[config.mk]
export PLATFORM = sky130hd
export DESIGN_NAME = led_matrix_row_scan_serializer_flat
export DESIGN_NICKNAME = d
export VERILOG_FILES = /design/src/rtl/lmrs_pkg.sv /design/src/rtl/lmrs_if.sv /design/src/rtl/lmrs_ram.sv /design/src/rtl/lmrs_ctrl.sv /design/src/rtl/lmrs_datapath.sv /design/src/rtl/led_matrix_row_scan_serializer.sv /design/src/flat_wrapper.sv
export VERILOG_INCLUDE_DIRS = /design/src /design/src/rtl
export SDC_FILE = /design/constraint.sdc
export NUM_CORES = 1
export LEC_CHECK = 0
export ABC_CLOCK_PERIOD_IN_PS = 5470
export CORE_ASPECT_RATIO = 1.2
export CORE_MARGIN = 4
export CORE_UTILIZATION = 57
export DETAILED_ROUTE_END_ITERATION = 10
export DONT_BUFFER_PORTS = 1
export GPL_TIMING_DRIVEN = 1
export PLACE_DENSITY = 0.75
export SYNTH_ARGS = -nofsm -noshare
export SYNTH_HDL_FRONTEND = slang
export SYNTH_SLANG_ARGS = --single-unit
[constraint.sdc]
create_clock -name clk -period 5.47 [get_ports clk]
set_clock_uncertainty 0.15 [all_clocks]
set_input_delay 0.547 -clock clk [delete_from_list [all_inputs] [get_ports clk]]
set_output_delay 0.547 -clock clk [all_outputs]
set_load 0.01 [all_outputs]
[src/rtl/led_matrix_row_scan_serializer_defines.svh]
// ----------------------------------------------------------------------------
// LED matrix row scan serializer: assertion macros
// Shared check macros, clocked on clk and disabled while rst_n is low.
// ----------------------------------------------------------------------------
`ifndef LED_MATRIX_ROW_SCAN_SERIALIZER_DEFINES_SVH
`define LED_MATRIX_ROW_SCAN_SERIALIZER_DEFINES_SVH

// same-cycle implication
`define LMRS_ASSERT_IMP(label, ante, cons) \
    label: assert property (@(posedge clk) disable iff (!rst_n) (ante) |-> (cons)) \
        else $error("lmrs same-cycle check failed");

// next-cycle implication
`define LMRS_ASSERT_NXT(label, ante, cons) \
    label: assert property (@(posedge clk) disable iff (!rst_n) (ante) |=> (cons)) \
        else $error("lmrs next-cycle check failed");

`endif

[src/rtl/lmrs_pkg.sv]
// ----------------------------------------------------------------------------
// LED matrix row scan serializer: package
// Default geometry, field widths, command codes and control structs.
// ----------------------------------------------------------------------------
package lmrs_pkg;

    localparam int COLUMNS_DEF = 16;
    localparam int ROWS_DEF    = 8;
    localparam int BYTE_BITS   = 8;
    localparam int MAX_RUN     = 64;
    localparam int CMD_W       = 2;
    localparam int PIX_IDX_W   = 7;

    typedef enum logic [CMD_W-1:0] {
        CMD_SCAN    = 2'd0,
        CMD_WRITE   = 2'd1,
        CMD_TAKE    = 2'd2,
        CMD_RELEASE = 2'd3
    } cmd_t;

    typedef struct packed {
        logic clear;
        logic pix_wr;
        logic scan_start;
        logic emit;
        logic advance;
        logic copy;
    } ctl_cmd_t;

    typedef struct packed {
        logic sweep_last;
        logic out_free;
        logic run_last;
        logic row_wrap;
    } ctl_status_t;

endpackage

[src/rtl/lmrs_if.sv]
// ----------------------------------------------------------------------------
// LED matrix row scan serializer: channel interfaces
// Command channel in, serial bit channel out, valid/ready handshake.
// ----------------------------------------------------------------------------
interface lmrs_cmd_if;
    logic                           valid;
    logic                           ready;
    logic [lmrs_pkg::CMD_W-1:0]     cmd;
    logic [lmrs_pkg::PIX_IDX_W-1:0] pixel_index;
    logic                           pixel_value;

    modport source (output valid, cmd, pixel_index, pixel_value, input ready);
    modport sink   (input valid, cmd, pixel_index, pixel_value, output ready);
endinterface

interface lmrs_bit_if;
    logic valid;
    logic ready;
    logic serial_data;
    logic latch_pulse;
    logic last;

    modport source (output valid, serial_data, latch_pulse, last, input ready);
    modport sink   (input valid, serial_data, latch_pulse, last, output ready);
endinterface

[src/rtl/lmrs_ram.sv]
// ----------------------------------------------------------------------------
// LED matrix row scan serializer: generic RAM
// One write port, one read port with registered read data.
// ----------------------------------------------------------------------------
module lmrs_ram #(
    parameter int WIDTH = 1,
    parameter int DEPTH = 2
) (
    input  logic                     clk,
    input  logic                     wr_en,
    input  logic [$clog2(DEPTH)-1:0] wr_addr,
    input  logic [WIDTH-1:0]         wr_data,
    input  logic [$clog2(DEPTH)-1:0] rd_addr,
    output logic [WIDTH-1:0]         rd_data
);

    logic [WIDTH-1:0] mem_reg [DEPTH];
    logic [WIDTH-1:0] rd_data_reg;

    always_ff @(posedge clk)
    begin
        if (wr_en)
        begin
            mem_reg[wr_addr] <= wr_data;
        end
        rd_data_reg <= mem_reg[rd_addr];
    end

    assign rd_data = rd_data_reg;

endmodule

[src/rtl/lmrs_ctrl.sv]
// ----------------------------------------------------------------------------
// LED matrix row scan serializer: controller
// Clear pass, command decode, bit emission and frame copy sequencing.
// ----------------------------------------------------------------------------
`include "led_matrix_row_scan_serializer_defines.svh"

module lmrs_ctrl (
    input  logic                       clk,
    input  logic                       rst_n,
    input  logic                       in_valid,
    input  logic [lmrs_pkg::CMD_W-1:0] in_cmd,
    output logic                       in_ready,
    output lmrs_pkg::ctl_cmd_t         ctl,
    input  lmrs_pkg::ctl_status_t      sts
);

    typedef enum logic [1:0] {
        ST_CLEAR,
        ST_IDLE,
        ST_EMIT,
        ST_COPY
    } state_t;

    state_t state_reg;
    logic   busy_reg;
    logic   accept;

    assign in_ready = (state_reg == ST_IDLE);
    assign accept   = in_ready && in_valid;

    always_comb
    begin
        ctl            = '0;
        ctl.clear      = (state_reg == ST_CLEAR);
        ctl.pix_wr     = accept && (in_cmd == lmrs_pkg::CMD_WRITE);
        ctl.scan_start = accept && (in_cmd == lmrs_pkg::CMD_SCAN);
        ctl.emit       = (state_reg == ST_EMIT) && sts.out_free;
        ctl.advance    = ctl.emit && sts.run_last;
        ctl.copy       = (state_reg == ST_COPY);
    end

    always_ff @(posedge clk or negedge rst_n)
    begin
        if (!rst_n)
        begin
            state_reg <= ST_CLEAR;
            busy_reg  <= 1'b0;
        end
        else
        begin
            case (state_reg)
                ST_CLEAR:
                begin
                    if (sts.sweep_last)
                    begin
                        state_reg <= ST_IDLE;
                    end
                end
                ST_IDLE:
                begin
                    if (accept)
                    begin
                        case (in_cmd)
                            lmrs_pkg::CMD_SCAN:    state_reg <= ST_EMIT;
                            lmrs_pkg::CMD_TAKE:    busy_reg  <= 1'b1;
                            lmrs_pkg::CMD_RELEASE: busy_reg  <= 1'b0;
                            default:               state_reg <= ST_IDLE;
                        endcase
                    end
                end
                ST_EMIT:
                begin
                    if (ctl.advance)
                    begin
                        state_reg <= (sts.row_wrap && !busy_reg) ? ST_COPY : ST_IDLE;
                    end
                end
                ST_COPY:
                begin
                    if (sts.sweep_last)
                    begin
                        state_reg <= ST_IDLE;
                    end
                end
                default:
                begin
                    state_reg <= ST_IDLE;
                end
            endcase
        end
    end

    `LMRS_ASSERT_NXT(a_copy_on_wrap, ctl.advance && sts.row_wrap && !busy_reg, state_reg == ST_COPY)
    `LMRS_ASSERT_IMP(a_busy_from_cmd, $rose(busy_reg), $past(accept))

endmodule

[src/rtl/lmrs_datapath.sv]
// ----------------------------------------------------------------------------
// LED matrix row scan serializer: datapath
// Frame memories, row fetch buffer, bit counters and output register.
// ----------------------------------------------------------------------------
`include "led_matrix_row_scan_serializer_defines.svh"

module lmrs_datapath #(
    parameter int COLUMNS = lmrs_pkg::COLUMNS_DEF,
    parameter int ROWS    = lmrs_pkg::ROWS_DEF
) (
    input  logic                           clk,
    input  logic                           rst_n,
    input  lmrs_pkg::ctl_cmd_t             ctl,
    output lmrs_pkg::ctl_status_t          sts,
    input  logic [lmrs_pkg::PIX_IDX_W-1:0] pixel_index,
    input  logic                           pixel_value,
    lmrs_bit_if.source                     bit_ch
);

    localparam int PIXELS     = COLUMNS * ROWS;
    localparam int AW         = $clog2(PIXELS);
    localparam int RW         = $clog2(ROWS);
    localparam int CNW        = $clog2(COLUMNS + 1);
    localparam int FRAME_BITS = ((COLUMNS + ROWS + lmrs_pkg::BYTE_BITS - 1)
                                 / lmrs_pkg::BYTE_BITS) * lmrs_pkg::BYTE_BITS;
    localparam int PW         = $clog2(FRAME_BITS + 1);
    localparam int RUN_BITS   = (2 * FRAME_BITS < lmrs_pkg::MAX_RUN) ?
                                (2 * FRAME_BITS) : lmrs_pkg::MAX_RUN;
    localparam int TW         = $clog2(RUN_BITS + 1);
    localparam int XW         = ((AW > lmrs_pkg::PIX_IDX_W) ? AW : lmrs_pkg::PIX_IDX_W) + 1;

    logic [AW-1:0]      sweep_reg;
    logic               copy_wr_reg;
    logic [AW-1:0]      copy_addr_reg;
    logic [RW-1:0]      row_reg;
    logic [AW-1:0]      row_base_reg;
    logic               fetch_active_reg;
    logic               fetch_rd_reg;
    logic [CNW-1:0]     fetch_cnt_reg;
    logic               frame_reg;
    logic [PW-1:0]      pos_reg;
    logic [TW-1:0]      total_reg;
    logic               out_valid_reg;
    logic               out_data_reg;
    logic               out_latch_reg;
    logic               out_last_reg;
    logic [COLUMNS-1:0] buf_reg;
    logic [COLUMNS-1:0] buf_next;

    logic [XW-1:0]      idx_x;
    logic               idx_ok;
    logic               stg_we;
    logic [AW-1:0]      stg_wa;
    logic [0:0]         stg_wd;
    logic [0:0]         stg_rdata;
    logic               dsp_we;
    logic [AW-1:0]      dsp_wa;
    logic [0:0]         dsp_wd;
    logic [AW-1:0]      fetch_addr;
    logic [0:0]         dsp_rdata;

    logic               fetch_last;
    logic               frame_end;
    logic               in_cols;
    logic               in_sel;
    logic [RW-1:0]      prev_row;
    logic [RW-1:0]      sel_row;
    logic [PW-1:0]      sel_pos;
    logic               bit_value;
    logic               latch_value;

    assign idx_x  = XW'(pixel_index);
    assign idx_ok = (idx_x < XW'(PIXELS));

    assign stg_we = ctl.clear || (ctl.pix_wr && idx_ok);
    assign stg_wa = ctl.clear ? sweep_reg : idx_x[AW-1:0];
    assign stg_wd = ctl.clear ? 1'b0 : pixel_value;

    assign dsp_we = ctl.clear || copy_wr_reg;
    assign dsp_wa = ctl.clear ? sweep_reg : copy_addr_reg;
    assign dsp_wd = ctl.clear ? 1'b0 : stg_rdata;

    assign fetch_addr = row_base_reg + AW'(fetch_cnt_reg);

    lmrs_ram #(
        .WIDTH (1),
        .DEPTH (PIXELS)
    ) u_staging (
        .clk     (clk),
        .wr_en   (stg_we),
        .wr_addr (stg_wa),
        .wr_data (stg_wd),
        .rd_addr (sweep_reg),
        .rd_data (stg_rdata)
    );

    lmrs_ram #(
        .WIDTH (1),
        .DEPTH (PIXELS)
    ) u_displayed (
        .clk     (clk),
        .wr_en   (dsp_we),
        .wr_addr (dsp_wa),
        .wr_data (dsp_wd),
        .rd_addr (fetch_addr),
        .rd_data (dsp_rdata)
    );

    assign fetch_last = (fetch_cnt_reg == CNW'(COLUMNS - 1));
    assign frame_end  = (pos_reg == PW'(FRAME_BITS - 1));
    assign in_cols    = (pos_reg < PW'(COLUMNS));
    assign in_sel     = (pos_reg < PW'(COLUMNS + ROWS));
    assign prev_row   = (row_reg == '0) ? RW'(ROWS - 1) : (row_reg - RW'(1));
    assign sel_row    = frame_reg ? row_reg : prev_row;
    assign sel_pos    = PW'(COLUMNS + ROWS - 1) - PW'(sel_row);

    always_comb
    begin
        if (in_cols)
        begin
            bit_value = frame_reg ? ~buf_reg[0] : 1'b1;
        end
        else if (in_sel)
        begin
            bit_value = (pos_reg == sel_pos);
        end
        else
        begin
            bit_value = frame_reg && (row_reg == '0);
        end
    end

    assign sts.run_last   = (total_reg == TW'(RUN_BITS - 1));
    assign sts.sweep_last = (sweep_reg == AW'(PIXELS - 1));
    assign sts.row_wrap   = (row_reg == RW'(ROWS - 1));
    assign sts.out_free   = !out_valid_reg || bit_ch.ready;

    assign latch_value = sts.run_last || (!frame_reg && frame_end);

    always_comb
    begin
        buf_next = buf_reg;
        if (fetch_rd_reg)
        begin
            buf_next = buf_reg >> 1;
            buf_next[COLUMNS-1] = dsp_rdata[0];
        end
        else if (ctl.emit && frame_reg && in_cols)
        begin
            buf_next = buf_reg >> 1;
        end
    end

    always_ff @(posedge clk or negedge rst_n)
    begin
        if (!rst_n)
        begin
            sweep_reg        <= '0;
            copy_wr_reg      <= 1'b0;
            row_reg          <= '0;
            row_base_reg     <= '0;
            fetch_active_reg <= 1'b0;
            fetch_rd_reg     <= 1'b0;
            fetch_cnt_reg    <= '0;
            frame_reg        <= 1'b0;
            pos_reg          <= '0;
            total_reg        <= '0;
            out_valid_reg    <= 1'b0;
        end
        else
        begin
            if (ctl.clear || ctl.copy)
            begin
                sweep_reg <= sts.sweep_last ? '0 : (sweep_reg + AW'(1));
            end
            copy_wr_reg <= ctl.copy;

            if (ctl.advance)
            begin
                row_reg      <= sts.row_wrap ? '0 : (row_reg + RW'(1));
                row_base_reg <= sts.row_wrap ? '0 : (row_base_reg + AW'(COLUMNS));
            end

            fetch_rd_reg <= fetch_active_reg;
            if (ctl.scan_start)
            begin
                fetch_active_reg <= 1'b1;
                fetch_cnt_reg    <= '0;
            end
            else if (fetch_active_reg)
            begin
                fetch_cnt_reg <= fetch_cnt_reg + CNW'(1);
                if (fetch_last)
                begin
                    fetch_active_reg <= 1'b0;
                end
            end

            if (ctl.scan_start)
            begin
                frame_reg <= 1'b0;
                pos_reg   <= '0;
                total_reg <= '0;
            end
            else if (ctl.emit)
            begin
                total_reg <= total_reg + TW'(1);
                if (frame_end)
                begin
                    pos_reg   <= '0;
                    frame_reg <= 1'b1;
                end
                else
                begin
                    pos_reg <= pos_reg + PW'(1);
                end
            end

            if (ctl.emit)
            begin
                out_valid_reg <= 1'b1;
            end
            else if (bit_ch.ready)
            begin
                out_valid_reg <= 1'b0;
            end
        end
    end

    always_ff @(posedge clk)
    begin
        buf_reg       <= buf_next;
        copy_addr_reg <= sweep_reg;
        if (ctl.emit)
        begin
            out_data_reg  <= bit_value;
            out_latch_reg <= latch_value;
            out_last_reg  <= sts.run_last;
        end
    end

    assign bit_ch.valid       = out_valid_reg;
    assign bit_ch.serial_data = out_data_reg;
    assign bit_ch.latch_pulse = out_latch_reg;
    assign bit_ch.last        = out_last_reg;

    `LMRS_ASSERT_IMP(a_row_buf_ready, ctl.emit && frame_reg && in_cols, !fetch_active_reg && !fetch_rd_reg)
    `LMRS_ASSERT_IMP(a_row_base_zero, row_reg == '0, row_base_reg == '0)
    `LMRS_ASSERT_IMP(a_last_latches, out_valid_reg && out_last_reg, out_latch_reg)

endmodule

[src/rtl/led_matrix_row_scan_serializer.sv]
// ----------------------------------------------------------------------------
// LED matrix row scan serializer: top level
// Takes matrix commands and shifts row scan frames out one bit per item.
// ----------------------------------------------------------------------------
// cmd_ch carries commands: scan one row, write a staging pixel, take or
// release the buffer. bit_ch carries one item per shift clock pulse: the
// data level, a latch flag on the final bit of the first frame and of the
// scan, and last on the final bit of a scan.
// Write, take and release give no bit items.
// A scan gives two frames of COLUMNS+ROWS bits rounded up to whole bytes
// (48 bits at 16x8), capped at 64; the first bit leaves after the
// controller enters its emit state and the output register loads, then
// one bit per cycle while bit_ch is ready. The row buffer fetch from the
// displayed memory runs during the blanking frame.
// When the row wraps and the buffer is not taken, the staging memory is
// copied into the displayed memory, one pixel per cycle, before the next
// command is taken.
// After reset both memories are cleared, one pixel per cycle, before
// cmd_ch.ready rises.
// A stall on bit_ch holds the output register and the scan simply waits.
// ----------------------------------------------------------------------------
module led_matrix_row_scan_serializer #(
    parameter int COLUMNS = lmrs_pkg::COLUMNS_DEF,
    parameter int ROWS    = lmrs_pkg::ROWS_DEF
) (
    input  logic       clk,
    input  logic       rst_n,
    lmrs_cmd_if.sink   cmd_ch,
    lmrs_bit_if.source bit_ch
);

    lmrs_pkg::ctl_cmd_t    ctl;
    lmrs_pkg::ctl_status_t sts;
    logic                  in_ready;

    assign cmd_ch.ready = in_ready;

    lmrs_ctrl u_ctrl (
        .clk      (clk),
        .rst_n    (rst_n),
        .in_valid (cmd_ch.valid),
        .in_cmd   (cmd_ch.cmd),
        .in_ready (in_ready),
        .ctl      (ctl),
        .sts      (sts)
    );

    lmrs_datapath #(
        .COLUMNS (COLUMNS),
        .ROWS    (ROWS)
    ) u_datapath (
        .clk         (clk),
        .rst_n       (rst_n),
        .ctl         (ctl),
        .sts         (sts),
        .pixel_index (cmd_ch.pixel_index),
        .pixel_value (cmd_ch.pixel_value),
        .bit_ch      (bit_ch)
    );

endmodule
[src/flat_wrapper.sv]
// flat-port wrapper written by rule: the top's interface ports become plain ports
module led_matrix_row_scan_serializer_flat 
#(
    parameter int COLUMNS = lmrs_pkg::COLUMNS_DEF,
    parameter int ROWS    = lmrs_pkg::ROWS_DEF
)
  (clk, rst_n, cmd_ch_valid, cmd_ch_cmd, cmd_ch_pixel_index, cmd_ch_pixel_value, cmd_ch_ready, bit_ch_valid, bit_ch_serial_data, bit_ch_latch_pulse, bit_ch_last, bit_ch_ready);
  lmrs_cmd_if cmd_ch_i ();
  lmrs_bit_if bit_ch_i ();
  input  logic clk;
  input  logic rst_n;
  input wire logic [$bits(cmd_ch_i.valid)-1:0] cmd_ch_valid;
  input wire logic [$bits(cmd_ch_i.cmd)-1:0] cmd_ch_cmd;
  input wire logic [$bits(cmd_ch_i.pixel_index)-1:0] cmd_ch_pixel_index;
  input wire logic [$bits(cmd_ch_i.pixel_value)-1:0] cmd_ch_pixel_value;
  output wire logic [$bits(cmd_ch_i.ready)-1:0] cmd_ch_ready;
  output wire logic [$bits(bit_ch_i.valid)-1:0] bit_ch_valid;
  output wire logic [$bits(bit_ch_i.serial_data)-1:0] bit_ch_serial_data;
  output wire logic [$bits(bit_ch_i.latch_pulse)-1:0] bit_ch_latch_pulse;
  output wire logic [$bits(bit_ch_i.last)-1:0] bit_ch_last;
  input wire logic [$bits(bit_ch_i.ready)-1:0] bit_ch_ready;
  assign cmd_ch_i.valid = cmd_ch_valid;
  assign cmd_ch_i.cmd = cmd_ch_cmd;
  assign cmd_ch_i.pixel_index = cmd_ch_pixel_index;
  assign cmd_ch_i.pixel_value = cmd_ch_pixel_value;
  assign cmd_ch_ready = cmd_ch_i.ready;
  assign bit_ch_valid = bit_ch_i.valid;
  assign bit_ch_serial_data = bit_ch_i.serial_data;
  assign bit_ch_latch_pulse = bit_ch_i.latch_pulse;
  assign bit_ch_last = bit_ch_i.last;
  assign bit_ch_i.ready = bit_ch_ready;
  led_matrix_row_scan_serializer #(.COLUMNS(COLUMNS), .ROWS(ROWS)) u_core (.clk(clk), .rst_n(rst_n), .cmd_ch(cmd_ch_i), .bit_ch(bit_ch_i));
endmodule
==> impl_metrics.yaml, run 1 <==
cells_and_area:
  fin_area_um2: 15700
  syn2layout_area_growth_pct: 9.11
  n_fill_cell: 1847
  multi_input_area_um2: 4680
  seq_area_um2: 9370
  drive_above_1_share_pct: 11.0
  antennaDiodeCount: 0
  nNetsFinal: 1092
logic_synthesis:
  yosys_register_bits: 321
  ys_types: 64
  synthArstFlopShare_pct: 11.5
  syn_nets: 1096
  synth_top_family_by_area: "simple AND/OR/NAND/NOR gates"
  syn_area_per_cell_um2: 13.5
  synth_top_area_share_pct: 57.4
  post_synth_inst_count: 1067
  netlist_top_cells_area: "edfxtp_1 57%, nor2_1 7.4%, dfrtp_1 6.4%, mux4_2 5.5%, mux4_1 3.8%"
  yosys.area.top_type: "edfxtp_1"
  synth.mux.area_fraction_pct: 12.4
  yosys_warnings: 0
  synth_edf_count: 275
  synthXorXnorAreaFrac_pct: 1.04
  synth_fa_ha_area_share_pct: 1.31
  synth-compound-area-share_pct: 4.60
  yosysSeqAreaShare_pct: 65.1
  synth_area_um2: 14400
  ys.flop_type: "edfxtp_1"
  synth_simple_gate_area_share_pct: 13.1
drt:
  viasPerCell: 6.07
  vias: 8588
  routed_wirelength_um: 29400
  top_layer_used: "met5"
  remaining_drc_errors: 0
  wl_met3_um: 1700
  first_pass_iters: 5
  detail-route-antenna-nets: 0
  wl_per_cell_um: 20.8
  wl_met2_um: 15400
  drtIter0Drc: 632
  wl_met1_um: 11600
clock_tree:
  cts_buffers: 34
  root_buffer: "clkbuf_16"
  cts_tree: "done"
  insertion_delay_ns: 0.52
  cts_setup_buffers: 0
  clk_pin_slew_ns: 0.06
  htreeDepth: 2
  clock_path_buffers: 3
  cts_sinks: 321
  hold_buffers: 3
  cts_resized: 0
sta:
  period_share_pct: 62.7
  slew_viol_final: 0
  fin_tns_setup_ns: 0
  slew_headroom_pct: 33.9
  setup_viol: 0
  finalHoldViolCount: 0
  fin_crit_ns: 3.43
  fmax_ghz: 0.291
  max_slew.worst_pin.slew_ns: 0.989
  rsz0062_at_grt: "no"
global_routing:
  grt_pass1_wl_um: 47700
  grt_usage_pct: 21.6
  grt_max_degree: 93
  antenna_found_initial: 1
  grt_pass1_vias: 8718
  overflow: 0
floorplanning:
  placementRows: 63
  io_pins: 19
  die_y_um: 182
  die_area_um2: 27800
  fp.coreArea_um2: 24800
  initial_core_util_pct: 58.1
  die_x_um: 153
worst_setup_path:
  cp-end-kind: "register"
  slowest_stage: "ha_1"
  cp_cell_sequence: "inv_1, ha_1, inv_2, or3_1, o31ai_1, nand3_1, nor2_1"
  cpPeakStageDelay_ns: 0.70
  critPathRequiredTime_ns: 5.53
  worst-r2r-setup-slack_ns: 2.04
  crit_type: "reg2reg"
  arrival_ns: 3.49
  cp_max_fo: 21
  start_kind: "register"
place:
  place_congestion: 0.843
  place.port_buffers: 0
  placed_cell_area_um2: 14600
  dpl.hpwl_um: 18200
power_and_ir_drop:
  p_leak_nw: 5.34
  powerDensity_nw_per_um2: 311
  finalPower_mw: 4.88
  vdd_drop_max_uv: 262
worst_hold_path:
  hp-class: "in2reg"
flow_run:
  cap_violations: 0
run_status:
  status: "complete, no violations"
-- cell type report --
class                           count  area share, %
Multi-Input combinational cell    675           29.8
Sequential cell                   321           59.7
Inverter                           19          0.455
Clock buffer                       46           5.84
Clock inverter                     16          0.909
Tap cell                          325           2.59
Timing Repair Buffer               12          0.686
-- power by group --
part	internal [mW]	switching (mW)	leakage, nW
combinational	0.00797	0.0349	1.77
sequential	2.64	0	3.05
clock	1.28	0.923	0.521
-- through the flow --
| step | util, % | cells | hold WS [ns] | setup slack, ns |
|---|---|---|---|---|
| floorplan | - | 1067 | 0.101 | 0.262 |
| global placement | 59.0 | 1349 | 0.102 | 2.24 |
| detailed placement | 59.0 | 1349 | 0.102 | 2.09 |
| CTS | 63.4 | 1414 | 0.0669 | 2.09 |
| global route | 63.4 | 1414 | 0.0797 | 1.86 |
| finish | 63.4 | 1414 | 0.0839 | 2.04 |
-- placed cells by master, fill, tap and decap left out, drive strengths merged, types with 9 or more instances in the layout --
master and n:
o31ai 10, edfxtp 275, nand2b 9, buf 10, mux2 19, mux2i 23, a21oi 13, o21ai 16
o22ai 9, dfxtp 9, mux4 56, nor2 284, clkbuf 46, ha 15, clkinv 12, nand2 86
xor2 10, inv 21, dfrtp 37, nand3 26, nor2b 11
-- per-layer routing --
metal  global-route usage [%]  up-vias
met1                     27.5     4352
met4                     6.63        2
li1                         -     3930
met3                     3.79       55
met5                        0        -
met2                     38.1      249
-- cell families (layout without fill, tap and decap cells) --
group	after synthesis	count (layout)
simple gates	452	452
flops	321	321
mux	98	98
compound gates	93	93
buf+inv	71	93
xor+xnor	17	17
fa+ha+maj	15	15
-- synth_stat cells, types with 4 or more instances --
cell type,instances
clkbuf_1,16
nand4_1,7
mux4_2,35
o21ai_0,14
dfxtp_1,9
a21o_1,6
nand2b_1,9
and3_1,5
nand3_1,26
nand3b_1,4
a21oi_1,13
buf_1,4
o31ai_1,10
ha_1,15
a22o_1,4
buf_4,4
dfrtp_1,37
xnor2_1,7
nor3_1,6
mux2i_1,23
nor2b_1,11
edfxtp_1,275
o22ai_1,9
buf_2,24
mux2_2,19
nand2_1,86
mux4_1,21
xor2_1,10
nor2_1,284
inv_1,18
-- critical path, delay by kind of cell (launching register included) --
| family | cells | cell delay, ns |
|---|---|---|
| compound gates | 1 | 0.16 |
| fa+ha+maj | 1 | 0.70 |
| buf+inv | 2 | 0.34 |
| flops | 1 | 0.41 |
| simple gates | 3 | 1.36 |
-- final timing paths --
check | start | end | cells past startpoint
worst max-delay path | u_core.u_ctrl.state_reg[0] | u_core.u_datapath.u_staging.mem_reg[113] | 7
worst min-delay path | cmd_ch_valid | u_core.u_ctrl.busy_reg | 2
worst max register to register | u_core.u_ctrl.state_reg[0] | u_core.u_datapath.u_staging.mem_reg[113] | 7
worst min register to register | u_core.u_datapath.buf_reg[11] | u_core.u_datapath.buf_reg[10] | 0
max in group asynchronous | rst_n | u_core.u_datapath.sweep_reg[0] | 2
min in group asynchronous | rst_n | u_core.u_datapath.total_reg[5] | 2
Note: power is estimated with default switching activity, not from simulation.
==> run 2, diff against run 1 <==
--- a/config.mk
+++ b/config.mk
@@ -6,7 +6,7 @@
 export SDC_FILE = /design/constraint.sdc
 export NUM_CORES = 1
 export LEC_CHECK = 0
-export ABC_CLOCK_PERIOD_IN_PS = 5470
+export ABC_CLOCK_PERIOD_IN_PS = 2820
 export CORE_ASPECT_RATIO = 1.2
 export CORE_MARGIN = 4
 export CORE_UTILIZATION = 57
==> constraint.sdc (replaced) <==
create_clock -name clk -period 2.82 [get_ports clk]
set_clock_uncertainty 0.15 [all_clocks]
set_input_delay 0.282 -clock clk [delete_from_list [all_inputs] [get_ports clk]]
set_output_delay 0.282 -clock clk [all_outputs]
set_load 0.01 [all_outputs]
==> run 2 against run 1 <==
Compared with the run above: final cell count up 3.8%; total power rose by 93%; non-clock buffer count increased by 59; critical path depth decreased by 1; via count increased by 2.0%; final area grew 3.3%; register-to-register slack worse by 2.0 ns; sequential share of layout area decreased by 1.9 points; highest routed layer is now met4; core utilization grew 2.1 points; worst setup slack got worse by 2.0 ns.
==> impl_metrics.yaml, run 2 (synthesis results as in run 1) <==
floorplanning:
  die_x_um: 153
  io_pins: 19
  placementRows: 63
  die_y_um: 182
  fp.coreArea_um2: 24800
  die_area_um2: 27800
  initial_core_util_pct: 58.1
sta:
  period_share_pct: 98.8
  hold-worst-slack_ns: 0.00888
  fmax_ghz: 0.359
  fin_crit_ns: 2.79
  slew_headroom_pct: 39.3
  max_slew.worst_pin.slew_ns: 0.902
  rsz0062_at_grt: "no"
  slew_viol_final: 0
  setup_viol: 0
  finalHoldViolCount: 0
drt:
  viasPerCell: 5.97
  routed_wirelength_um: 30500
  remaining_drc_errors: 0
  detail-route-antenna-nets: 0
  vias: 8764
  drtIter0Drc: 749
  first_pass_iters: 5
  wl_per_cell_um: 20.8
clock_tree:
  clock_path_buffers: 3
  cts_tree: "done"
  root_buffer: "clkbuf_16"
  cts_setup_buffers: 0
  cts_buffers: 31
  cts_sinks: 321
  clk_pin_slew_ns: 0.06
  htreeDepth: 1
  insertion_delay_ns: 0.57
worst_setup_path:
  cpPeakStageDelay_ns: 0.78
  cp_cell_sequence: "inv_1, ha_1, buf_4, o31ai_1, nand2_1, nor2_1"
  start_kind: "register"
  slowest_stage: "o31ai_1"
  cp_max_fo: 12
  arrival_ns: 2.90
  critPathRequiredTime_ns: 2.93
  cp-end-kind: "register"
  crit_type: "reg2reg"
cells_and_area:
  n_fill_cell: 1773
  syn2layout_area_growth_pct: 12.7
  final_cell_mix: "284 x nor2_1, 275 x edfxtp_1, 86 x nand2_1"
  finalNonFillerCells: 1468
  final_common_cell: "nor2_1"
  drive_above_1_share_pct: 15.2
  antennaDiodeCount: 0
  nNetsFinal: 1148
power_and_ir_drop:
  vdd_drop_max_uv: 574
  finalPower_mw: 9.43
  powerDensity_nw_per_um2: 582
  p_leak_nw: 5.64
global_routing:
  grt_max_degree: 129
  antenna_found_initial: 0
  grt_usage_pct: 22.1
  overflow: 0
  grt_pass1_wl_um: 48800
  grt_pass1_vias: 9019
place:
  place_congestion: 0.834
  place.port_buffers: 0
  dpl.hpwl_um: 18900
  numPlacedInstances: 1402
worst_hold_path:
  hp-class: "in2async"
flow_run:
  cap_violations: 0
run_status:
  status: "complete, no violations"
==> run 2: power by group <==
group          total [mW]  internal, mW  switching (mW)
Sequential           5.12          5.12               0
Combinational       0.105        0.0302          0.0745
Clock                4.21          2.46            1.75
Total                9.43          7.61            1.82
==> run 2: cell type report <==
class,count,area [um2],area share (%)
well taps,325,407,2.51
multi-input cells,675,4680,28.9
inverters,19,71.3,0.440
clock inverters,19,214,1.32
clock buffers,38,832,5.13
flip-flops and latches,321,9370,57.8
repair buffers,71,641,3.95
==> run 2: final timing paths <==
| path | cells after the start | startpoint | endpoint | slack, ns |
|---|---|---|---|---|
| setup reg to reg | 6 | u_core.u_ctrl.state_reg[0] | u_core.u_datapath.u_staging.mem_reg[116] | 0.03 |
| hold / removal | 2 | rst_n | u_core.u_datapath.total_reg[1] | 0.009 |
| setup / recovery | 6 | u_core.u_ctrl.state_reg[0] | u_core.u_datapath.u_staging.mem_reg[116] | 0.03 |
| max in group asynchronous | 2 | rst_n | u_core.u_datapath.sweep_reg[0] | 2.30 |
| hold reg to reg | 0 | u_core.u_datapath.buf_reg[15] | u_core.u_datapath.buf_reg[14] | 0.27 |
| min in group clk | 4 | cmd_ch_cmd[1] | u_core.u_ctrl.state_reg[1] | 0.01 |
==> run 2: critical path: cells and delay by family (launching register included) <==
family	cells	cell delay [ns]
AO/OA/AOI/OAI	1	0.78
AND/OR/NAND/NOR	2	0.62
flip-flops	1	0.40
buffers and inverters	2	0.28
adder cells (fa/ha/maj)	1	0.24
==> run 2: metrics by stage <==
stage,setup slack [ns],utilization (%),setup TNS [ns],area (um2)
final,0.0338,65.5,0,16200
after global routing,0.00419,65.5,0,16200
after CTS,0.0883,65.5,0,16200
after detailed placement,0.145,60.9,0,15100
after global placement,0.215,60.9,0,15100
after floorplan,-0.806,-,-206.21,14400
==> run 2: metal layers <==
layer / GRT usage, % / vias up / part of all wire (%) / routed length (um)
li1: - / 4033 / - / -
met1: 27.4 / 4328 / 38 / 11500
met2: 38.7 / 317 / 52 / 15700
met3: 3.34 / 86 / 6.5 / 1980
met4: 9.38 / 0 / 4.0 / 1230
met5: 0 / - / 0 / 0
==> run 2: what timing repair did <==
item / CTS / global route
resized for setup: 0 / 0
hold endpoints to repair: 49 / 0
hold buffers: 9 / 0
endpoints found under the setup margin: 0 / 0
==> run 3, diff against run 2 <==
--- a/config.mk
+++ b/config.mk
@@ -14,6 +14,8 @@
 export DONT_BUFFER_PORTS = 1
 export GPL_TIMING_DRIVEN = 1
 export PLACE_DENSITY = 0.75
+export REMOVE_ABC_BUFFERS = 1
+export SKIP_CTS_REPAIR_TIMING = 1
 export SYNTH_ARGS = -nofsm -noshare
 export SYNTH_HDL_FRONTEND = slang
 export SYNTH_SLANG_ARGS = --single-unit
==> run 3 against run 2 <==
Compared with the run above: critical path depth increased by 1; routed wire length about the same; die area is the same; critical path type unchanged; largest cell class unchanged; largest power group unchanged.
==> impl_metrics.yaml, run 3 (synthesis results as in run 1) <==
power_and_ir_drop:
  netSwitchingFraction_pct: 19.4
  p_int_mw: 7.54
  p_leak_nw: 5.55
  p_clk_share_pct: 44.3
  p_sw_mw: 1.81
  finalPower_mw: 9.35
  p_seq_share_pct: 54.7
  p_comb_share_pct: 1.0
  vdd_drop_max_uv: 538
  powerDensity_nw_per_um2: 582
cells_and_area:
  syn2layout_area_growth_pct: 11.7
  nNetsFinal: 1137
  antennaDiodeCount: 0
  fin_area_um2: 16100
  drive_above_1_share_pct: 14.0
  final_common_cell: "nor2_1"
  finalNonFillerCells: 1456
  final_cell_mix: "284 x nor2_1, 275 x edfxtp_1, 86 x nand2_1"
sta:
  fin_tns_setup_ns: 0
  slew_viol_final: 0
  period_share_pct: 93.6
  slew_headroom_pct: 51.9
  rsz0062_at_grt: "no"
  max_slew.worst_pin.slew_ns: 0.716
  setup_viol: 0
  finalHoldViolCount: 0
  fmax_ghz: 0.379
  fin_crit_ns: 2.64
run_status:
  status: "complete, no violations"
global_routing:
  grt_pass1_vias: 8918
  grt_usage_pct: 22.1
  grt_max_degree: 129
  grt_pass1_wl_um: 48400
  overflow: 0
  antenna_found_initial: 0
worst_setup_path:
  critPathRequiredTime_ns: 2.88
  start_kind: "register"
  arrival_ns: 2.70
  crit_type: "reg2reg"
  cp_max_fo: 24
  cp-end-kind: "register"
clock_tree:
  clk_pin_slew_ns: 0.06
  cts_tree: "done"
  clock_path_buffers: 3
  htreeDepth: 2
  cts_buffers: 34
  cts_sinks: 321
  root_buffer: "clkbuf_16"
  insertion_delay_ns: 0.51
drt:
  drtIter0Drc: 920
  wl_per_cell_um: 20.9
  first_pass_iters: 5
  vias: 8818
  detail-route-antenna-nets: 0
  routed_wirelength_um: 30500
  viasPerCell: 6.06
  remaining_drc_errors: 0
floorplanning:
  die_y_um: 182
  die_x_um: 153
  initial_core_util_pct: 58.1
  io_pins: 19
  placementRows: 63
  fp.coreArea_um2: 24800
  die_area_um2: 27800
place:
  numPlacedInstances: 1391
  placed_cell_area_um2: 15000
  place_congestion: 0.870
  dpl.hpwl_um: 18600
  place.port_buffers: 0
flow_run:
  cap_violations: 0
worst_hold_path:
  hp-class: "in2reg"
==> run 3: worst paths after layout <==
path                                                from                                 endpoint  slack, ns  cells past startpoint
setup / recovery              u_core.u_ctrl.state_reg[0]  u_core.u_datapath.u_staging.mem_reg[58]       0.18                      7
min in group asynchronous                          rst_n                   u_core.u_ctrl.busy_reg       0.13                      2
hold / removal                        cmd_ch_pixel_value   u_core.u_datapath.u_staging.mem_reg[1]      0.005                      1
setup reg to reg              u_core.u_ctrl.state_reg[0]  u_core.u_datapath.u_staging.mem_reg[58]       0.18                      7
hold reg to reg            u_core.u_datapath.buf_reg[15]            u_core.u_datapath.buf_reg[14]       0.28                      0
max in group asynchronous                          rst_n           u_core.u_datapath.sweep_reg[0]       2.18                      2
==> run 3: critical path, cell delays in order (launching register included) <==
cell and delay [ns]:
dfrtp_1 0.41, inv_1 0.09, ha_1 0.20, buf_4 0.30, nand2_1 0.17, o22ai_1 0.42
nand3_1 0.35, nor2_1 0.24
==> run 3: power groups by stage <==
| stage | Clock [mW] | Sequential, mW | Combinational, mW |
|---|---|---|---|
| after global routing | 4.42 | 5.11 | 0.108 |
| after global placement | 0 | 5.22 | 0.0744 |
| after floorplan | 0 | 5.22 | 0.0439 |
| after detailed placement | 0 | 5.22 | 0.0765 |
| final | 4.14 | 5.12 | 0.0975 |
| after CTS | 4.22 | 5.12 | 0.0773 |
==> run 3: final cells by class <==
type | count | area (um2)
Clock inverter | 12 | 83.8
Clock buffer | 47 | 931
Timing Repair Buffer | 57 | 510
Fill cell | 1783 | 8690
Multi-Input combinational cell | 675 | 4690
Sequential cell | 321 | 9370
Inverter | 19 | 71.3
Tap cell | 325 | 407
==> run 3: through the flow <==
step,util [%],setup slack [ns],hold WS [ns]
5_1_grt,64.9,0.0102,0.00150
4_1_cts,64.5,0.138,-0.707
2_1_floorplan,-,-2.29,-0.164
6_report,64.9,0.181,0.00543
3_3_place_gp,60.4,0.212,-0.162
3_5_place_dp,60.4,0.156,-0.162
==> run 3: metal layers <==
metal	wire (um)	vias up	global-route usage, %
li1	-	4018	-
met1	11700	4444	27.5
met2	16200	287	39.3
met3	1710	69	3.79
met4	886	0	7.38
met5	0	-	0
